`src/sv/mtb_pkg.sv`:
```
// ----------------------------------------------------------------------------
// Timer bank package
// Shared constants, codes and types for the timer bank front and back ends.
// ----------------------------------------------------------------------------
package mtb_pkg;

  localparam int NUM_TIMERS = 16;
  localparam int TIME_BITS  = 32;
  localparam int SLOT_BITS  = 4;
  localparam int IDX_BITS   = (NUM_TIMERS > 1) ? $clog2(NUM_TIMERS) : 1;
  localparam int MAX_OUT    = 16;
  localparam int CNT_BITS   = 5;
  localparam int SHOT_BITS  = 17;

  typedef enum logic [3:0] {
    CMD_TICK      = 4'd0,
    CMD_CREATE_P  = 4'd1,
    CMD_CREATE_O  = 4'd2,
    CMD_CREATE_N  = 4'd3,
    CMD_SET_DELAY = 4'd4,
    CMD_SET_SHOTS = 4'd5,
    CMD_GET_REM   = 4'd6,
    CMD_REMOVE    = 4'd7,
    CMD_RESET     = 4'd8,
    CMD_PAUSE     = 4'd9,
    CMD_START     = 4'd10
  } cmd_e;

  typedef enum logic [1:0] {
    ST_IDLE,
    ST_CMD,
    ST_SCAN,
    ST_FLUSH
  } state_e;

  typedef struct packed {
    logic [3:0]           cmd;
    logic                 inrange;
    logic [IDX_BITS-1:0]  idx;
    logic [TIME_BITS-1:0] now;
    logic [TIME_BITS-1:0] delay;
    logic [15:0]          shots;
    logic [15:0]          id;
  } job_t;

endpackage

```
`src/sv/mtb_front.sv`:
```
// ----------------------------------------------------------------------------
// Timer bank front end
// Accepts items, classifies the slot and queues them for the back end.
// ----------------------------------------------------------------------------
module mtb_front import mtb_pkg::*; (
  input  logic                 clk_i,
  input  logic                 rst_ni,
  input  logic                 in_valid_i,
  output logic                 in_stall_o,
  input  logic [3:0]           cmd_i,
  input  logic [3:0]           slot_i,
  input  logic [TIME_BITS-1:0] now_ms_i,
  input  logic [TIME_BITS-1:0] delay_ms_i,
  input  logic [15:0]          shot_count_i,
  input  logic [15:0]          timer_id_i,
  output logic                 job_valid_o,
  input  logic                 job_take_i,
  output job_t                 job_o
);

  job_t q_mem_q [2];
  logic wp_q, rp_q;
  logic [1:0] cnt_q;
  logic push, pop;
  job_t nj;

  always_comb begin
    nj.cmd     = cmd_i;
    nj.inrange = ({28'd0, slot_i} < NUM_TIMERS);
    nj.idx     = IDX_BITS'(slot_i);
    nj.now     = now_ms_i;
    nj.delay   = delay_ms_i;
    nj.shots   = shot_count_i;
    nj.id      = timer_id_i;
  end

  assign in_stall_o  = (cnt_q == 2'd2);
  assign push        = in_valid_i && !in_stall_o;
  assign job_valid_o = (cnt_q != 2'd0);
  assign pop         = job_take_i && job_valid_o;
  assign job_o       = q_mem_q[rp_q];

  always_ff @(posedge clk_i or negedge rst_ni) begin
    if (!rst_ni) begin
      wp_q  <= 1'b0;
      rp_q  <= 1'b0;
      cnt_q <= 2'd0;
    end else begin
      if (push) wp_q <= ~wp_q;
      if (pop) rp_q <= ~rp_q;
      cnt_q <= cnt_q + {1'b0, push} - {1'b0, pop};
    end
  end

  always_ff @(posedge clk_i) begin
    if (push) q_mem_q[wp_q] <= nj;
  end

endmodule

```
`src/sv/mtb_back.sv`:
```
// ----------------------------------------------------------------------------
// Timer bank back end
// Holds the timer slots, executes commands and scans slots on a tick.
// ----------------------------------------------------------------------------
module mtb_back import mtb_pkg::*; (
  input  logic                  clk_i,
  input  logic                  rst_ni,
  input  logic                  job_valid_i,
  output logic                  job_take_o,
  input  job_t                  job_i,
  output logic                  out_valid_o,
  input  logic                  out_stall_i,
  output logic                  kind_o,
  output logic                  ok_o,
  output logic [15:0]           fired_id_o,
  output logic signed [16:0]    remaining_shots_o,
  output logic [CNT_BITS-1:0]   fired_count_o,
  output logic                  last_o
);

  logic [NUM_TIMERS-1:0] used_q, running_q, periodic_q, counted_q;
  logic signed [SHOT_BITS-1:0] shots_q [NUM_TIMERS];
  logic [15:0]           ident_q [NUM_TIMERS];
  logic [TIME_BITS-1:0]  delay_q [NUM_TIMERS];
  logic [TIME_BITS-1:0]  dl_q    [NUM_TIMERS];

  state_e state_q, state_d;
  job_t   job_q;
  logic [IDX_BITS-1:0]   sc_q;
  logic [CNT_BITS-1:0]   n_q;

  logic                  sv_q;
  logic [15:0]           sid_q;
  logic signed [SHOT_BITS-1:0] ssh_q;
  logic [CNT_BITS-1:0]   scnt_q;

  logic                  ov_q, ov_d;
  logic                  okind_q, ook_q, olast_q;
  logic [15:0]           oid_q;
  logic signed [SHOT_BITS-1:0] osh_q;
  logic [CNT_BITS-1:0]   ocnt_q;

  logic                  ofree;
  logic                  hit, fire, advance, last_slot, scan_end;
  logic                  push_stage, flush, cmd_out;
  logic                  is_create, rep_ok, reload, dec;
  logic [TIME_BITS-1:0]  diff;
  logic signed [SHOT_BITS-1:0] shots_ext, fire_sh, rep_sh;

  assign ofree     = !ov_q || !out_stall_i;
  assign diff      = job_q.now - dl_q[sc_q];
  assign hit       = used_q[sc_q] && running_q[sc_q] && !diff[TIME_BITS-1];
  assign last_slot = (sc_q == IDX_BITS'(NUM_TIMERS - 1));
  assign shots_ext = $signed({1'b0, job_q.shots}) - 17'sd1;

  assign reload  = periodic_q[sc_q] || (counted_q[sc_q] && shots_q[sc_q] > 17'sd0);
  assign dec     = !periodic_q[sc_q] && counted_q[sc_q] && shots_q[sc_q] > 17'sd0;
  assign fire_sh = dec ? shots_q[sc_q] - 17'sd1 : shots_q[sc_q];

  assign is_create = (job_q.cmd == CMD_CREATE_P) || (job_q.cmd == CMD_CREATE_O) ||
                     (job_q.cmd == CMD_CREATE_N);
  assign rep_ok    = is_create ? job_q.inrange :
                     (job_q.inrange && used_q[job_q.idx] && job_q.cmd <= CMD_START);
  assign rep_sh    = (rep_ok && job_q.cmd == CMD_GET_REM) ? shots_q[job_q.idx] : '0;

  always_comb begin
    state_d = state_q;
    unique case (state_q)
      ST_IDLE: begin
        if (job_valid_i) state_d = (job_i.cmd == CMD_TICK) ? ST_SCAN : ST_CMD;
      end
      ST_CMD: begin
        if (ofree) state_d = ST_IDLE;
      end
      ST_SCAN: begin
        if (scan_end) state_d = (sv_q || fire) ? ST_FLUSH : ST_IDLE;
      end
      ST_FLUSH: begin
        if (ofree) state_d = ST_IDLE;
      end
      default: state_d = ST_IDLE;
    endcase
  end

  always_comb begin
    job_take_o = (state_q == ST_IDLE) && job_valid_i;
    cmd_out    = (state_q == ST_CMD) && ofree;
    fire       = (state_q == ST_SCAN) && hit && (!sv_q || ofree);
    advance    = (state_q == ST_SCAN) && (!hit || fire);
    push_stage = fire && sv_q;
    flush      = (state_q == ST_FLUSH) && ofree;
    scan_end   = advance && (last_slot || (fire && n_q == CNT_BITS'(MAX_OUT - 1)));
  end

  always_comb begin
    ov_d = (ov_q && out_stall_i) || cmd_out || push_stage || flush;
  end

  always_ff @(posedge clk_i or negedge rst_ni) begin
    if (!rst_ni) begin
      state_q <= ST_IDLE;
      used_q  <= '0;
      ov_q    <= 1'b0;
      sc_q    <= '0;
      n_q     <= '0;
      sv_q    <= 1'b0;
    end else begin
      state_q <= state_d;
      ov_q    <= ov_d;
      if (fire) sv_q <= 1'b1;
      else if (flush) sv_q <= 1'b0;
      if (job_take_o) begin
        sc_q <= '0;
        n_q  <= '0;
      end else if (advance) begin
        sc_q <= sc_q + IDX_BITS'(1);
        n_q  <= n_q + {{(CNT_BITS-1){1'b0}}, fire};
      end
      if (cmd_out && job_q.inrange) begin
        if (is_create) begin
          used_q[job_q.idx] <= 1'b1;
        end else if (job_q.cmd == CMD_REMOVE) begin
          used_q[job_q.idx] <= 1'b0;
        end
      end
    end
  end

  always_ff @(posedge clk_i) begin
    if (job_take_o) job_q <= job_i;
    if (cmd_out) begin
      okind_q <= 1'b0;
      ook_q   <= rep_ok;
      oid_q   <= '0;
      osh_q   <= rep_sh;
      ocnt_q  <= '0;
      olast_q <= 1'b1;
    end else if (push_stage || flush) begin
      okind_q <= 1'b1;
      ook_q   <= 1'b1;
      oid_q   <= sid_q;
      osh_q   <= ssh_q;
      ocnt_q  <= scnt_q;
      olast_q <= flush;
    end
    if (fire) begin
      sid_q  <= ident_q[sc_q];
      ssh_q  <= fire_sh;
      scnt_q <= n_q + CNT_BITS'(1);
    end
    if (cmd_out && job_q.inrange && is_create) begin
      running_q[job_q.idx]  <= 1'b1;
      periodic_q[job_q.idx] <= (job_q.cmd == CMD_CREATE_P);
      counted_q[job_q.idx]  <= (job_q.cmd == CMD_CREATE_N);
      shots_q[job_q.idx]    <= (job_q.cmd == CMD_CREATE_N) ? shots_ext : '0;
      ident_q[job_q.idx]    <= job_q.id;
      delay_q[job_q.idx]    <= job_q.delay;
      dl_q[job_q.idx]       <= job_q.now + job_q.delay;
    end else if (cmd_out && rep_ok) begin
      case (job_q.cmd)
        CMD_SET_DELAY: delay_q[job_q.idx] <= job_q.delay;
        CMD_SET_SHOTS: shots_q[job_q.idx] <= shots_ext;
        CMD_RESET:     dl_q[job_q.idx] <= job_q.now + delay_q[job_q.idx];
        CMD_PAUSE:     running_q[job_q.idx] <= 1'b0;
        CMD_START: begin
          dl_q[job_q.idx]      <= job_q.now + delay_q[job_q.idx];
          running_q[job_q.idx] <= 1'b1;
        end
        default: ;
      endcase
    end else if (fire) begin
      if (reload) dl_q[sc_q] <= dl_q[sc_q] + delay_q[sc_q];
      if (dec) shots_q[sc_q] <= fire_sh;
      if (!reload) running_q[sc_q] <= 1'b0;
    end
  end

  assign out_valid_o       = ov_q;
  assign kind_o            = okind_q;
  assign ok_o              = ook_q;
  assign fired_id_o        = oid_q;
  assign remaining_shots_o = osh_q;
  assign fired_count_o     = ocnt_q;
  assign last_o            = olast_q;

endmodule

```
`src/sv/multi_timer_bank_unit.sv`:
```
// ----------------------------------------------------------------------------
// Timer bank top level
// Sixteen software timers; commands reply once, ticks emit fire notices.
// ----------------------------------------------------------------------------
//  channel  | handshake            | payload
//  in       | in_valid_i/in_stall_o| cmd, slot, now_ms, delay_ms, shot_count, timer_id
//  out      | out_valid_o/out_stall_i | kind, ok, fired_id, remaining_shots, fired_count, last
//
// A command passes the command state and replies once the output is free. A tick
// visits the slots in order, one per cycle unless a stall holds a staged notice, and
// a flush state releases the final notice when any timer fired. Each notice waits
// in a stage until the next. Reset empties every slot and the two-entry item queue.
// A stalled output holds the back end; the queue keeps accepting until full.
module multi_timer_bank_unit import mtb_pkg::*; (
  input  logic                 clk_i,
  input  logic                 rst_ni,
  input  logic                 in_valid_i,
  output logic                 in_stall_o,
  input  logic [3:0]           cmd_i,
  input  logic [3:0]           slot_i,
  input  logic [TIME_BITS-1:0] now_ms_i,
  input  logic [TIME_BITS-1:0] delay_ms_i,
  input  logic [15:0]          shot_count_i,
  input  logic [15:0]          timer_id_i,
  output logic                 out_valid_o,
  input  logic                 out_stall_i,
  output logic                 kind_o,
  output logic                 ok_o,
  output logic [15:0]          fired_id_o,
  output logic signed [16:0]   remaining_shots_o,
  output logic [CNT_BITS-1:0]  fired_count_o,
  output logic                 last_o
);

  logic job_valid, job_take;
  job_t job;

  mtb_front u_front (
    .clk_i, .rst_ni, .in_valid_i, .in_stall_o, .cmd_i, .slot_i, .now_ms_i,
    .delay_ms_i, .shot_count_i, .timer_id_i,
    .job_valid_o(job_valid), .job_take_i(job_take), .job_o(job)
  );

  mtb_back u_back (
    .clk_i, .rst_ni, .job_valid_i(job_valid), .job_take_o(job_take), .job_i(job),
    .out_valid_o, .out_stall_i, .kind_o, .ok_o, .fired_id_o, .remaining_shots_o,
    .fired_count_o, .last_o
  );

endmodule

```
`config.mk`:
```
export PLATFORM = sky130hd
export DESIGN_NAME = multi_timer_bank_unit
export DESIGN_NICKNAME = d
export VERILOG_FILES = /design/src/sv/mtb_pkg.sv /design/src/sv/mtb_front.sv /design/src/sv/mtb_back.sv /design/src/sv/multi_timer_bank_unit.sv
export SDC_FILE = /design/constraint.sdc
export NUM_CORES = 2
export LEC_CHECK = 0
export BUFFER_PORTS_ARGS = -buffer_cell sky130_fd_sc_hd__buf_4
export CAP_MARGIN = 20
export CELL_PAD_IN_SITES_DETAIL_PLACEMENT = 2
export CELL_PAD_IN_SITES_GLOBAL_PLACEMENT = 2
export CORE_MARGIN = 5
export CORE_UTILIZATION = 50
export CTS_CLUSTER_DIAMETER = 30
export DETAILED_ROUTE_END_ITERATION = 6
export PLACE_DENSITY = 0.79
export SYNTH_ARGS = -nofsm -noshare
export SYNTH_HDL_FRONTEND = slang
export SYNTH_HIERARCHICAL = 1
export SYNTH_SLANG_ARGS = --single-unit
```
`constraint.sdc`:
```
create_clock -name clk_i -period 10 [get_ports clk_i]
set_input_delay 1 -clock clk_i [delete_from_list [all_inputs] [get_ports clk_i]]
set_output_delay 1 -clock clk_i [all_outputs]
set_load 0.02 [all_outputs]
```
==> results of run 1 <==
## metrics by stage
step	utilization	hold slack, ns	setup slack (ns)
after detailed placement	0.531	0.462	2.08
after floorplan	-	0.436	2.42
after global placement	0.530	0.440	2.52
## cell families after synthesis
| family | Yosys count | share of synthesized area |
|---|---|---|
| other cells | 1 | 0.0000422 |
| compound gates | 542 | 0.0390 |
| flops | 2029 | 0.680 |
| xor+xnor | 113 | 0.0112 |
| buf+inv | 328 | 0.0164 |
| mux | 863 | 0.205 |
| fa+ha+maj | 138 | 0.0197 |
| simple gates | 526 | 0.0279 |
## cells in the mapped netlist (18+ instances only)
master | n | area share
nand3_1 | 42 | 0.0024
nor2b_1 | 18 | 0.0013
mux4_2 | 720 | 0.18
mux2_2 | 65 | 0.0082
o21ai_0 | 142 | 0.0080
nand2_1 | 166 | 0.0070
buf_1 | 47 | 0.0020
clkbuf_1 | 136 | 0.0057
edfxtp_1 | 1969 | 0.67
inv_1 | 89 | 0.0038
dfxtp_1 | 27 | 0.0061
mux2_4 | 50 | 0.0084
xnor2_1 | 74 | 0.0073
a21o_1 | 43 | 0.0036
nand2b_1 | 24 | 0.0017
dfrtp_1 | 33 | 0.0093
a22o_1 | 24 | 0.0024
o22ai_1 | 36 | 0.0025
ha_1 | 135 | 0.019
buf_2 | 37 | 0.0021
nor3_1 | 37 | 0.0021
nor2_1 | 152 | 0.0064
a22oi_1 | 25 | 0.0021
a21oi_1 | 131 | 0.0074
xor2_1 | 38 | 0.0037
a211oi_1 | 25 | 0.0021
==> impl_results.md, run 1 <==
- Post_cts resized: 0
- RePlAce Congestion: 0.849
- Fail Step: 4_1_cts
- # hold bufs at CTS: 1
- Row count: between 150 and 200
- Ports: 151
- Status: did not finish
- Placed Area: 93700 um2
- Dpl hpwl: 186000 um
- Clock tree buffer depth: 4
- Post-synth EDFFs: ~2000
- Run Error: [ERROR DPL-0033] detailed placement checks failed during check placement.
- DP Cell Count: 6921
- Seq cells post-synth: 2029
- CTS Root Cell: clkbuf_16
- Port Buffers: 150
- Mapped Cells: around 4500
- Post-Synthesis Net Count: 4786
- Post-synthesis async set-or-reset flop share: 0.0163
- Seq/Total Area, Yosys: 0.680
- Cts bufs inserted: roughly 460
- Die height: 432 um
- Post-Synthesis Cell Area: 88900 um2
- Die Width: 432 um
- Clock Sink Count: between 2000 and 2500
- H-tree levels: 5
- Mapped Avg Cell Area: 19.6 um2
- Count of unique library cells instantiated by Yosys: 86
- Top_reg_cell synth: edfxtp_1
- Synth Warn #: 6
- Starting Density: 0.504
- Post-CTS Setup Bufs: 0
==> run 2, diff against run 1 <==
Settings changed: CELL_PAD_IN_SITES_DETAIL_PLACEMENT 2 to not set, CELL_PAD_IN_SITES_GLOBAL_PLACEMENT 2 to not set, CORE_UTILIZATION 50 to 40, CTS_CLUSTER_DIAMETER 30 to not set, PLACE_DENSITY 0.79 to not set, PLACE_DENSITY_LB_ADDON set to 0.15.
==> run 2 against run 1 <==
The run now ends clean. Synthesized cell count did not move. Area after synthesis is the same.
==> impl_results.md, run 2 <==
- Setup Skew: 0.0639 ns
- WS Path Type: reg2reg
- RSZ-0062 raised after global routing: no
- DIE AREA: 232000 um2
- Final Max Tran Viols: 0
- Antenna violations before repair: 6
- Largest regs: u_back/delay_q (512), u_back/dl_q (512), u_back/shots_q (272)
- Ports: 151
- Die Width: 481 um
- Die height: 481 um
- MaxCap Viol Count: 0
- Clock Sink Count: 2029
- Total power divided by cell area: 317 nW/um2
- Synth top area share: 0.665
- Seq/Total Area, Yosys: 0.680
- Final Hold Vio Count: 0
- Dpl hpwl: 139000 um
- Routed wire per std cell: just under 30 um
- Seq cells post-synth: a little over 2000
- Leakage: between 30 and 40 nW
- Post_cts resized: 0
- Mapped Avg Cell Area: 19.6 um2
- Clock tree buffer depth: 3
- Final worst-path cycle share: 0.700
- FF-to-FF Start: u_back/sc_q[0]
- Worst-path cell chain: buf_4 -> mux4_2 -> mux4_2 -> inv_1 -> ha_1 -> a21o_1 -> a21o_1 -> a21oi_1 -> o21ai_0 -> a2111o_1 -> mux2_2 -> a21oi_4 -> nand2_1 -> o22ai_4 -> buf_4
- VDD IR max: about 0.0003 V
- Crit path buffers/inverters: 3
- Post-route ant nets: 0
- Vias in the first global route: 47514
- CTS tree: done
- Commonest cells post-synth: 1969 x edfxtp_1, 720 x mux4_2, 166 x nand2_1, 152 x nor2_1, 142 x o21ai_0
- Area contributors post-synth: edfxtp_1 67%, mux4_2 18%, ha_1 1.9%
- Synth Warn #: 6
- CTS Root Cell: clkbuf_16
- Clock transition at path regs: 0.06 ns
- Largest net degree at the start of global routing: 119
- Most common cell in the netlist: edfxtp_1
- RePlAce Congestion: 0.863
- Final core occ: 0.458
- Filler cells: 18772
- Total Routing Usage GR: 0.202
- Hold WC Path Type: in2async
- DR vias: about 46000
- # hold bufs at CTS: 0
- DR DRC count: 0
- Synth area leader: edfxtp_1
- Post-Synthesis Cell Area: 88900 um2
- # setup viols final: 0
- Cts bufs inserted: 210
- Vias/cell: 5.79
- Crit path DAT: 7.52 ns
- Crit path max fanout: 33
- Setup crit start kind: flop
- Post-route cell area: between 100000 and 150000 um2
- Mapped Cells: 4540
- GRT Residual Overflow: 0
- CP startpoint: u_back/sc_q[0]
- Global-route wire length before repair: 338000 um
- Worst skew pair latency: 0.87 ns
- Final min period: 7.00 ns
- Cell family with most CP delay: compound AO/OA/AOI/OAI gates
- Fmax: approximately 140 MHz
- Relative slew slack: 0.205
- Worst Max-Slew Pin Slew: roughly 1.2 ns
- Most frequent cells in the layout: 1969 x edfxtp_1, 720 x mux4_2, 289 x buf_4
- Area Growth Syn to Fin: 14.3%
- H-tree levels: 4
- Initial DRT Pass Iterations: 5
- Starting Density: 0.401
- Setup TNS: 0 ns
- Share of cells above drive strength 1: 0.314
- Critical Path Sink Type: flop
- Placed Area: around 94000 um2
- Worst EP required: 10.52 ns
- Top_reg_cell synth: edfxtp_1
- Post-synthesis async set-or-reset flop share: 0.0163
- Status: complete, no violations
- Post-synth EDFFs: 1969
- Nets: 5070
- Post-CTS Setup Bufs: 0
- Row count: 173
- Core area: 222000 um2
- Post-Synthesis Net Count: 4786
- Count of unique library cells instantiated by Yosys: 86
- Slowest CP cell: dfrtp_4
- Drt total wl: 235000 um
- Max stage delay on crit path: ~0.89 ns
- Port Buffers: 150
- Detailed Route Iter0 Violations: ~4400
- Most common cell after layout, fill and taps aside: edfxtp_1
-- run 2: cell counts after synthesis --
Identical to the previous run, type by type.
-- run 2: logic make-up after synthesis --
logic type / Yosys count / synth area share
AO/OA/AOI/OAI: 542 / 0.0390
AND/OR/NAND/NOR: 526 / 0.0279
adder cells (fa/ha/maj): 138 / 0.0197
flip-flops: 2029 / 0.680
buffers and inverters: 328 / 0.0164
other: 1 / 0.0000422
XOR/XNOR: 113 / 0.0112
multiplexers: 863 / 0.205
-- run 2: worst paths after layout --
| kind | cells past startpoint | end | slack, ns |
|---|---|---|---|
| hold / removal | 1 | u_front/wp_q | 0.12 |
| setup reg to reg | 15 | u_back/dl_q[13][19] | 3.00 |
| max in group asynchronous | 1 | u_back/sc_q[1] | 9.42 |
| min in group clk_i | 1 | u_front/q_mem_q[1][99] | 0.32 |
| setup / recovery | 15 | u_back/dl_q[13][19] | 3.00 |
| hold reg to reg | 2 | u_back/last_o | 0.46 |
-- run 2: per-stage QoR --
step                setup slack (ns)  total power, mW  instances  hold slack [ns]
floorplan                       2.42             20.6       4540            0.436
global placement                2.37             24.4       7564            0.444
detailed placement              2.64             24.6       7575            0.445
CTS                             2.67             32.5       7974           0.0539
global route                    2.42             33.9       7988            0.102
finish                          3.00             32.2       7990            0.116
-- run 2: report_power, final --
part	internal (mW)	switching [mW]	total [mW]	leakage, nW
clock network	4.47	3.34	7.81	3.38
registers	11.9	1.07	12.9	18.5
logic	4.82	6.67	11.5	10.5
total	21.2	11.1	32.2	32.3
-- run 2: layer usage --
metal	up-vias	global-route usage	wire length, um
met4	0	0.0589	6550
met1	24889	0.290	103000
met2	1434	0.316	111000
met5	-	0	0
met3	329	0.0391	14700
li1	19646	-	-
-- run 2: cell type report --
class / count / area, um2 / area share
Sequential cell: 2029 / 60500 / 0.596
Multi-Input combinational cell: 2183 / 27500 / 0.271
Clock buffer: 249 / 5470 / 0.0539
Tap cell: 2975 / 3720 / 0.0366
Timing Repair Buffer: 308 / 2490 / 0.0245
Clock inverter: 150 / 1500 / 0.0148
Inverter: 92 / 345 / 0.00340
Antenna cell: 4 / 10.0 / 0.0000985
(Power assumes the default switching activity.)
